**config.mk**
```make
export PLATFORM = sky130hd
export DESIGN_NAME = kcf_out_fifo_flat
export DESIGN_NICKNAME = d
export VERILOG_FILES = /design/src/design/kcf_pkg.sv /design/src/design/kcf_stream_if.sv /design/src/design/kcf_out_fifo.sv /design/src/flat_wrapper.sv
export SDC_FILE = /design/constraint.sdc
export NUM_CORES = 1
export LEC_CHECK = 0
export ABC_CLOCK_PERIOD_IN_PS = 2000
export BUFFER_PORTS_ARGS = -buffer_cell sky130_fd_sc_hd__buf_2
export CAP_MARGIN = 40
export CORE_MARGIN = 3
export CORE_UTILIZATION = 40
export CTS_CLUSTER_DIAMETER = 40
export CTS_CLUSTER_SIZE = 20
export DETAILED_ROUTE_END_ITERATION = 16
export PLACE_DENSITY = 0.72
export SLEW_MARGIN = 20
export SYNTH_ARGS = -nofsm -noshare
export SYNTH_HDL_FRONTEND = slang
export SYNTH_SLANG_ARGS = --single-unit
```
**constraint.sdc**
```tcl
create_clock -name clk -period 2 [get_ports clk]
set_input_delay 0.4 -clock clk [delete_from_list [all_inputs] [get_ports clk]]
set_output_delay 0.4 -clock clk [all_outputs]
set_load 0.02 [all_outputs]
```
**src/design/kcf_pkg.sv**
```systemverilog
// Shared types and constants of the k-mer clump finder.
`timescale 1ns / 1ps
package kcf_pkg;

  // Fixed field widths.
  localparam int BASE_W    = 2;
  localparam int CNT_W     = 10;
  localparam int OUT_IDX_W = 16;
  localparam int KLEN_W    = 4;
  localparam int WLEN_W    = 10;
  localparam int CFG_IDX_W = 2;
  localparam int CFG_VAL_W = 10;

  // Counts saturate at the top of their range.
  localparam logic [CNT_W-1:0] CNT_MAX = '1;

  // Configuration register indexes.
  localparam logic [CFG_IDX_W-1:0] CFG_KMER_LENGTH   = 2'd0;
  localparam logic [CFG_IDX_W-1:0] CFG_WINDOW_LENGTH = 2'd1;
  localparam logic [CFG_IDX_W-1:0] CFG_THRESHOLD     = 2'd2;

  // Configuration values after reset.
  localparam logic [KLEN_W-1:0] KMER_LENGTH_RESET   = 4'd4;
  localparam logic [WLEN_W-1:0] WINDOW_LENGTH_RESET = 10'd30;
  localparam logic [CNT_W-1:0]  THRESHOLD_RESET     = 10'd3;

  // Result queue.
  localparam int FIFO_DEPTH = 4;
  localparam int FIFO_PTR_W = 2;
  localparam int FIFO_CNT_W = 3;

  // Channel payloads.
  typedef struct packed {
    logic [BASE_W-1:0] base;
  } base_item_t;

  typedef struct packed {
    logic [OUT_IDX_W-1:0] kmer_index;
    logic [CNT_W-1:0]     count_now;
  } clump_item_t;

  typedef struct packed {
    logic [CFG_IDX_W-1:0] index;
    logic [CFG_VAL_W-1:0] value;
  } cfg_item_t;

  // One word of the count memory.
  typedef struct packed {
    logic             clumped;
    logic [CNT_W-1:0] count;
  } cnt_word_t;

  // Control of one count memory operation.
  typedef struct packed {
    logic             valid;
    logic             is_inc;
    logic [CNT_W-1:0] thr;
  } cnt_op_t;

  // Result of an increment that found a new clump.
  typedef struct packed {
    logic        valid;
    clump_item_t item;
  } cnt_result_t;

endpackage

```
**src/design/kcf_stream_if.sv**
```systemverilog
// Valid/ready channel interface used by all ports of the clump finder.
`timescale 1ns / 1ps
interface kcf_stream_if #(parameter type payload_t = logic);
  logic     valid;
  logic     ready;
  payload_t data;

  modport source (output valid, output data, input ready);
  modport sink (input valid, input data, output ready);
endinterface

```
**src/design/kcf_out_fifo.sv**
```systemverilog
// Small result queue that drives the output channel.
`timescale 1ns / 1ps
module kcf_out_fifo
  import kcf_pkg::*;
(
  input  logic                  clk,
  input  logic                  rst,
  input  cnt_result_t           push,
  kcf_stream_if.source          clumps,
  output logic [FIFO_CNT_W-1:0] fill
);

  clump_item_t           mem [FIFO_DEPTH];
  logic [FIFO_PTR_W-1:0] wr_ptr;
  logic [FIFO_PTR_W-1:0] rd_ptr;
  logic                  pop;

  assign pop          = clumps.valid && clumps.ready;
  assign clumps.valid = (fill != '0);
  assign clumps.data  = mem[rd_ptr];

  // Entry storage; the producer never pushes into a full queue.
  always_ff @(posedge clk) begin
    if (push.valid) begin
      mem[wr_ptr] <= push.item;
    end
  end

  // Pointers and fill level.
  always_ff @(posedge clk) begin
    if (rst) begin
      wr_ptr <= '0;
      rd_ptr <= '0;
      fill   <= '0;
    end else begin
      if (push.valid) begin
        wr_ptr <= wr_ptr + FIFO_PTR_W'(1);
      end
      if (pop) begin
        rd_ptr <= rd_ptr + FIFO_PTR_W'(1);
      end
      if (push.valid && !pop) begin
        fill <= fill + FIFO_CNT_W'(1);
      end else if (pop && !push.valid) begin
        fill <= fill - FIFO_CNT_W'(1);
      end
    end
  end

endmodule

```
**src/flat_wrapper.sv**
```systemverilog
// flat-port wrapper written by rule: the top's interface ports become plain ports
module kcf_out_fifo_flat import kcf_pkg::*;
  (clk, rst, push, fill, clumps_valid, clumps_data, clumps_ready);
  kcf_stream_if clumps_i ();
  input  logic clk;
  input  logic rst;
  input  cnt_result_t push;
  output logic [FIFO_CNT_W-1:0] fill;
  output wire logic [$bits(clumps_i.valid)-1:0] clumps_valid;
  output wire logic [$bits(clumps_i.data)-1:0] clumps_data;
  input wire logic [$bits(clumps_i.ready)-1:0] clumps_ready;
  assign clumps_valid = clumps_i.valid;
  assign clumps_data = clumps_i.data;
  assign clumps_i.ready = clumps_ready;
  kcf_out_fifo u_core (.clk(clk), .rst(rst), .push(push), .clumps(clumps_i), .fill(fill));
endmodule
```
==> run metrics, run 1 <==
most frequent cells in the layout=9 x buf_2, 8 x dfxtp_1, 7 x nor2_1; Die ar.=1970 µm²; Worst Path Max Fanout=2; Setup Skew=0.270 ps; root buf cell=clkbuf_4; commonest non-fill, non-tap cell in the layout=buf_2; clk slew on worst S/H paths=80 ps; Die X=44.4 µm; CTS max path bufs=2; Post-DP Area=672 µm²; Crit Path Class=flip-flop to flip-flop; Die Y-Extent=44.4 µm; first-pass iteration count of the detailed router=4; FP Rows=13; hold_ws=353 ps; FF+latch count, synth=13; final instance area=717 µm²; Setup crit end kind=flip-flop; vias in the first global route=348; Ports=35; HP Start=push[0]; worst-skew pair later-pin latency=260 ps; Worst Tran Pin Value=361 ps; R2R depth=7; PwrDens=1250 nW/µm²; worst endpoint data arrival time=2150 ps; Max stage delay on crit path=370 ps; max-cap violations=0; P&R area growth vs syn=21.7%; DR vias=383; DRT iter0 DRCs=9; Seq/Total Area, Yosys=0.510; Clock Sinks=13; metal2 WL=479 µm; core area=1330 µm²; Final GP Congestion=0.739; initial antenna violation count=0; largest net degree at the start of global routing=9; Slew Limit Headroom=0.756; wire per inst=12.0 µm; Peak VDD IR=0.534 mV; Final ANT Viol Nets=0; fill count=127; Initial Util=0.442; total power=894 µW; fin crit share=0.973; Antenna Cells=0; R2R Setup Slk=50 ps; Port Buffers=9; Syn Area/Cell=12.3 µm²; TritonCTS clock tree=built; Peak Freq=514 MHz; Period minus WS final=1950 ps; CTS buffer count=3; proportion of layout cells with a drive suffix above 1=0.338; Required @ worst endpoint=2200 ps; Hold Path Sink=u_core.mem[0][0]$_DFFE_PP_; worst r2r src=u_core.fill[1]$_SDFFE_PP0P_; cells after synthesis=48; final-report max-slew violation count=0; Synth Cell Area=589 µm²; # setup viols final=0; worst hold stages=1; routed vias/inst=4.79; nets@finish=102; crit-path cells=o31ai_4, ha_2, inv_1, fa_1, xor2_1, or3_1, a21oi_1; routed metal-1 wire length=441 µm; register area=302 µm²; DRC=0; Pleak=0.319 nW; Worst Hold Class=primary input to flip-flop; final wirelength=960 µm; first-pass GRT wire length=1.44 mm; DP HPWL=634 µm; CP max stage cell=fa_1; Unique masters post-synth=18; H-tree depth=1; FF-to-FF End=u_core.fill[2]$_SDFFE_PP0P_; Global Route Usage Sum=0.102; Critical Path Source Type=flip-flop; Final Hold Viols=0; multi-input gate area in the final layout=277 µm²; number of synthesis warnings=0; top sig layer=met4; wire length on met3=17 µm; GRT overflow=0; status=complete, no violations; Synthesized Nets=84
[critical path: cells and delay by family (launching register included)]
| kind | cells | cell delay, ps |
|---|---|---|
| buffers and inverters | 1 | 50 |
| AO/OA/AOI/OAI | 2 | 430 |
| flip-flops | 1 | 340 |
| adder cells (fa/ha/maj) | 2 | 600 |
| XOR/XNOR | 1 | 150 |
| AND/OR/NAND/NOR | 1 | 310 |
[what timing repair did]
item	in CTS	in global routing
hold buffers	0	0
setup buffers	0	2
hold endpoints to repair	0	0
resized for setup	0	2
endpoints found under the setup margin	0	1
[report_power, final]
group	switching, mW	leakage, nW	internal [mW]
logic	0.190	0.193	0.173
clock network	0.0797	0.0150	0.0771
registers	0.0442	0.111	0.330
total	0.314	0.319	0.580
[cells by family (layout without fill, tap and decap cells)]
kind of cell,count (synthesis),in the layout,synth area share
DFF,13,13,0.510
and+or+nand+nor,13,13,0.110
adders and majority gates,6,6,0.140
xor gates and xnor gates,5,5,0.0743
AOI/OAI and AO/OA,4,4,0.0679
buffers and inverters,4,21,0.0255
muxes,3,3,0.0722
[Yosys cell counts]
cell      n  area, µm²
a21oi_1   1       5.00
and2_1    4       25.0
clkbuf_1  1       3.75
dfxtp_1   9        180
edfxtp_1  4        120
fa_1      1       20.0
ha_1      5       62.6
inv_1     3       11.3
mux2i_1   2       20.0
mux4_2    1       22.5
nor2_1    7       26.3
o21ai_0   1       5.00
o311ai_1  1       8.76
o31ai_4   1       21.3
or3_1     1       6.26
or3_2     1       7.51
xnor2_1   1       8.76
xor2_1    4       35.0
[metrics by stage]
stage | TNS, ps | cells | util | setup WS, ps
2_1_floorplan | 0 | 48 | - | 38.7
3_3_place_gp | 0 | 74 | 0.504 | 97.3
3_5_place_dp | 0 | 74 | 0.504 | 67.8
4_1_cts | 0 | 78 | 0.523 | 42.4
5_1_grt | -36.0 | 80 | 0.538 | -36.0
6_report | 0 | 80 | 0.538 | 53.8
[worst max-delay path by stage]
stage,from,endpoint,slack [ps],depth (start not counted)
final,u_core.fill[1]$_SDFFE_PP0P_,u_core.fill[2]$_SDFFE_PP0P_,50,7
after global routing,u_core.fill[1]$_SDFFE_PP0P_,u_core.fill[2]$_SDFFE_PP0P_,-40,7
after CTS,u_core.fill[2]$_SDFFE_PP0P_,u_core.fill[2]$_SDFFE_PP0P_,40,7
after detailed placement,u_core.fill[2]$_SDFFE_PP0P_,u_core.fill[2]$_SDFFE_PP0P_,70,7
after global placement,u_core.fill[2]$_SDFFE_PP0P_,u_core.fill[2]$_SDFFE_PP0P_,100,7
after floorplan,u_core.fill[0]$_SDFFE_PP0P_,u_core.fill[2]$_SDFFE_PP0P_,40,7
[per-layer routing]
| layer | GRT usage | vias up |
|---|---|---|
| met5 | 0 | - |
| met4 | 0.0542 | 0 |
| met3 | 0.0244 | 4 |
| met2 | 0.160 | 6 |
| met1 | 0.130 | 177 |
| li1 | - | 196 |
[final cells by class]
| class | count | area share |
|---|---|---|
| Clock buffer | 4 | 0.0366 |
| Sequential cell | 13 | 0.421 |
| Multi-Input combinational cell | 31 | 0.386 |
| Inverter | 3 | 0.0157 |
| Timing Repair Buffer | 14 | 0.115 |
| Tap cell | 15 | 0.0262 |
Power figures use the tool's default switching activity.
==> run 2: changes to the inputs <==
- SETUP_SLACK_MARGIN: default -> 0.5
==> run 2 against run 1 <==
Setup slack gained 53 ps. First-iteration DRC count shrank 67%. Sequential share of layout area shrank 0.60 points. Core utilization grew 2.8 points. Global-route usage grew 0.75 points. Cell area grew 5.2%. Non-clock buffer count is the same. Maximum frequency grew 2.8%. Hold slack lost 3.4 ps. Cell count is the same. Highest routed layer unchanged.
==> run metrics, run 2 (synthesized netlist as in run 1, its figures left out) <==
status=complete, no violations; Setup Skew=0.371 ps (+0.101 ps); initial antenna violation count=0 (unchanged); H-tree depth=1 (unchanged); crit-path cells=o31ai_4, ha_2, inv_2, fa_2, xor2_1, or3_1, a21oi_2; CP top delay family=adder cells; worst endpoint data arrival time=2100 ps (-50 ps); routed vias/inst=4.74 (-1.0%); FF-to-FF End=u_core.fill[2]$_SDFFE_PP0P_; vias in the first global route=363 (+4.3%); P&R area growth vs syn=28.0%; Initial Util=0.442 (unchanged); worst r2r src=u_core.fill[1]$_SDFFE_PP0P_; GRT overflow=0 (unchanged); Worst Hold Class=primary input to flip-flop; worst-skew pair later-pin latency=260 ps (about the same); TritonCTS clock tree=built; Bufs and invs on worst path=1 (unchanged); worst hold stages=1 (unchanged); Final GP Congestion=0.739 (about the same); Peak VDD IR=0.510 mV (-4.6%); core area=1330 µm² (unchanged); Critical Path Source Type=flip-flop; Crit Path Class=flip-flop to flip-flop; Clock Sinks=13 (unchanged); root buf cell=clkbuf_4; Worst Path Max Fanout=4 (+2); CTS buffer count=3 (unchanged); final setup TNS=0 ps (unchanged); DRT iter0 DRCs=3 (-6); Die Y-Extent=44.4 µm (unchanged); R2R Setup Slk=110 ps (+50 ps); Period minus WS final=1890 ps (-52.8 ps); first-pass iteration count of the detailed router=3 (-1); Slew Limit Headroom=0.800 (+0.0439); Worst Tran Pin Value=296 ps (-64.8 ps); total power=963 µW (+7.6%); Die ar.=1970 µm² (unchanged); HP Start=push[0]; wire per inst=11.3 µm (-6.0%); first-pass GRT wire length=1.53 mm (+6.7%); nets@finish=102 (unchanged); Die X=44.4 µm (unchanged); final-report max-slew violation count=0 (unchanged); most frequent cells in the layout=7 x nor2_1, 7 x buf_2, 5 x dfxtp_1; CP max stage cell=dfxtp_4; DP HPWL=633 µm (about the same); Peak Freq=528 MHz (+2.8%); RSZ-0062 raised after global routing=true; PwrDens=1280 nW/µm² (+2.3%); R2R depth=7 (unchanged); clk slew on worst S/H paths=80 ps (about the same); Port Buffers=9 (unchanged); Max stage delay on crit path=370 ps (about the same); Antenna Cells=0 (unchanged); proportion of layout cells with a drive suffix above 1=0.431 (+0.0923); Setup crit end kind=flip-flop; fin crit share=0.947 (-0.0264); Hold Path Sink=u_core.mem[2][0]$_DFFE_PP_; largest net degree at the start of global routing=9 (unchanged); Pleak=0.325 nW (+1.9%); Ports=35 (unchanged); Global Route Usage Sum=0.110 (+0.00751); max-cap violations=0 (unchanged); CTS max path bufs=2 (unchanged); Final ANT Viol Nets=0 (unchanged); FP Rows=13 (unchanged); final wirelength=902 µm (-6.0%); Final Hold Viols=0 (unchanged); Required @ worst endpoint=2200 ps (about the same); DR vias=379 (-1.0%); DRC=0 (unchanged); # setup viols final=0 (unchanged)
==> run 2: changes by cell type in the layout (fill, tap and decap cells not counted), moves of 2 or more <==
cell     previous run  this run
buf_2               9         7
dfxtp_1             8         5
buf_6               0         3
dfxtp_4             0         3
==> run 2: power breakdown <==
group	internal [mW]	switching, mW	total, mW
combinational	0.216	0.199	0.415
clock	0.0770	0.0809	0.158
sequential	0.342	0.0469	0.389
total	0.635	0.327	0.963
==> run 2: final cells by class <==
| class | count | area (µm²) |
|---|---|---|
| fill | 116 | 579 |
| sequential | 13 | 313 |
| multi-input combinational | 31 | 287 |
| timing repair buffer | 14 | 98.8 |
| clock buffer | 4 | 26.3 |
| tap | 15 | 18.8 |
| inverter | 3 | 11.3 |
==> run 2: how the worst max path moves through the flow <==
stage	from	cells after the start	slack, ps	to
detailed placement	u_core.fill[1]$_SDFFE_PP0P_	7	90	u_core.fill[2]$_SDFFE_PP0P_
CTS	u_core.fill[2]$_SDFFE_PP0P_	7	120	u_core.fill[2]$_SDFFE_PP0P_
floorplan	u_core.fill[1]$_SDFFE_PP0P_	7	160	u_core.fill[2]$_SDFFE_PP0P_
global placement	u_core.fill[1]$_SDFFE_PP0P_	7	140	u_core.fill[2]$_SDFFE_PP0P_
finish	u_core.fill[1]$_SDFFE_PP0P_	7	110	u_core.fill[2]$_SDFFE_PP0P_
global route	u_core.fill[1]$_SDFFE_PP0P_	7	40	u_core.fill[2]$_SDFFE_PP0P_
==> run 2: layer usage <==
metal	track usage	routed length, µm
met4	0.0723	18
met2	0.180	476
met3	0.0244	15
met1	0.127	392
met5	0	0
==> run 2: timing repair <==
action / 4_1_cts / 5_1_grt
endpoints found under the hold margin: 0 / 0
hold buffers: 0 / 0
cloned: 0 / 0
setup endpoints to repair: 4 / 4
pin swaps: 2 / 2
setup buffers: 3 / 2
gates resized for setup: 9 / 1
==> run 2: per-stage QoR <==
step,cells,hold WS (ps),worst slack (ps),cell area [µm²],util
6_report,80,350,107,754,0.566
3_3_place_gp,71,505,138,661,0.495
5_1_grt,80,347,35.1,754,0.566
4_1_cts,78,346,123,736,0.552
3_5_place_dp,71,520,89.0,661,0.495
2_1_floorplan,48,485,162,601,-
==> run 3: changes to the inputs <==
- CTS_CLUSTER_SIZE: 20 -> 30
- RECOVER_POWER: default -> 100
==> run 3 against run 2 <==
Setup slack gained 11 ps. Sequential share of layout area grew 0.98 points. Via count grew 0.26%. Non-clock buffer count is the same. Global-route usage is the same. Core utilization shrank 2.0 points. Register-to-register slack is essentially flat. Clock-buffer cell count is the same. Wire length grew 1.3%. Die area is the same. Largest power group is now sequential cells.
==> run metrics, run 3 (synthesized netlist as in run 1, its figures left out) <==
non-filler cells, final=80 (unchanged); DR vias=380 (+0.26%); Worst Tran Pin Value=396 ps (+100 ps); hold_ws=395 ps (+45.0 ps); Clock Sinks=13 (unchanged); RSZ-0062 raised after global routing=true; slack of the critical path=117 ps (+10.5 ps); worst-skew pair later-pin latency=260 ps (about the same); Die ar.=1970 µm² (unchanged); Pleak=0.297 nW (-8.7%); Die Y-Extent=44.4 µm (unchanged); DRC=0 (unchanged); Antenna Cells=0 (unchanged); clk slew on worst S/H paths=80 ps (about the same); # setup viols final=0 (unchanged); GRT overflow=0 (unchanged); initial antenna violation count=0 (unchanged); CTS max path bufs=2 (unchanged); Global Route Usage Sum=0.110 (unchanged); max-cap violations=0 (unchanged); Critical Path Source Type=flip-flop; FP Rows=13 (unchanged); Required @ worst endpoint=2210 ps (about the same); fill count=127 (+9.5%); final-report max-slew violation count=0 (unchanged); worst endpoint data arrival time=2090 ps (about the same); Reg power frac=0.422 (+0.018); Ports=35 (unchanged); Peak VDD IR=0.497 mV (-2.4%); dpl ws=89.0 ps (unchanged); Pint=593 µW (-6.7%); DP HPWL=633 µm (unchanged); first-pass iteration count of the detailed router=2 (-1); Sw Ratio=0.352 (+0.0117); dpl cells=71 (unchanged); proportion of layout cells with a drive suffix above 1=0.308 (-0.123); routed vias/inst=4.75 (+0.26%); Post-DP Area=661 µm² (unchanged); P&R area growth vs syn=23.6%; status=complete, no violations; Final GP Congestion=0.739 (unchanged); Slew Limit Headroom=0.733 (-0.0670); core area=1330 µm² (unchanged); logic gate share of total power=0.407 (-0.025); Period minus WS final=1880 ps (-10.5 ps); Worst Hold Class=primary input to flip-flop; Final Hold Viols=0 (unchanged); Final ANT Viol Nets=0 (unchanged); Peak Freq=531 MHz (+0.56%); Setup crit end kind=flip-flop; Port Buffers=9 (unchanged); H-tree depth=1 (unchanged); Setup Skew=0.378 ps (+0.00747 ps); first-pass GRT wire length=1.53 mm (unchanged); nets@finish=102 (unchanged); final setup TNS=0 ps (unchanged); Initial Util=0.442 (unchanged); TritonCTS clock tree=built; Clk network pwr share=0.171 (+0.007); largest net degree at the start of global routing=9 (unchanged); Die X=44.4 µm (unchanged); vias in the first global route=363 (unchanged); most frequent cells in the layout=7 x nor2_1, 7 x clkbuf_1, 6 x dfxtp_1; Crit Path Class=flip-flop to flip-flop; fin crit share=0.941 (-0.00527); DRT iter0 DRCs=3 (unchanged); wire per inst=11.4 µm (+1.3%); root buf cell=clkbuf_4; Worst Path Max Fanout=4 (unchanged); CTS buffer count=3 (unchanged); Net Sw Power=321 µW (-1.8%); PwrDens=1250 nW/µm² (-1.6%); final instance area=728 µm² (-3.5%); final wirelength=914 µm (+1.3%)
## run 3: cell type report
class                           count  area (µm²)  share of cell area
Clock buffer                        4        26.3              0.0361
Inverter                            3        11.3              0.0155
Multi-Input combinational cell     31         284               0.390
Sequential cell                    13         309               0.424
Tap cell                           15        18.8              0.0258
Timing Repair Buffer               14        78.8               0.108
## run 3: layer usage
metal	vias to the layer above	global-route usage	wire, µm
met4	0	0.0723	16
met2	4	0.180	479
met5	-	0	0
met3	2	0.0244	18
li1	195	-	-
met1	179	0.127	400
## run 3: worst paths after layout
check | from | end | slack, ps | depth (start not counted)
worst min-delay path | rst | u_core.fill[2]$_SDFFE_PP0P_ | 390 | 2
worst min register to register | u_core.rd_ptr[1]$_SDFFE_PP0P_ | flip-flop | 530 | 2
worst max-delay path | u_core.fill[1]$_SDFFE_PP0P_ | u_core.fill[2]$_SDFFE_PP0P_ | 120 | 7
worst max register to register | u_core.fill[1]$_SDFFE_PP0P_ | u_core.fill[2]$_SDFFE_PP0P_ | 120 | 7
## run 3: stage by stage
| step | utilization | total power, mW |
|---|---|---|
| 2_1_floorplan | - | 0.622 |
| 3_3_place_gp | 0.495 | 0.694 |
| 3_5_place_dp | 0.495 | 0.702 |
| 4_1_cts | 0.552 | 0.941 |
| 5_1_grt | 0.546 | 0.980 |
| 6_report | 0.546 | 0.914 |
## run 3: critical path, stage by stage (launching register included)
cell     delay, ps
dfxtp_4        370
o31ai_4        270
ha_1           220
inv_2           40
fa_2           330
xor2_1         160
or3_1          320
a21oi_2        110
## run 3: what timing repair did
item,in CTS,in global routing
buffers inserted,3,2
resized for setup,9,1
hold buffers,0,0
setup endpoints to repair,4,4
hold endpoints to repair,0,0
pin swaps,2,2
## run 3: power by group through the flow
stage               clock network [mW]  logic [mW]  registers (mW)
floorplan                            0       0.199           0.423
global placement                     0       0.289           0.405
detailed placement                   0       0.294           0.408
CTS                              0.164       0.382           0.395
global route                     0.177       0.408           0.394
finish                           0.156       0.372           0.386
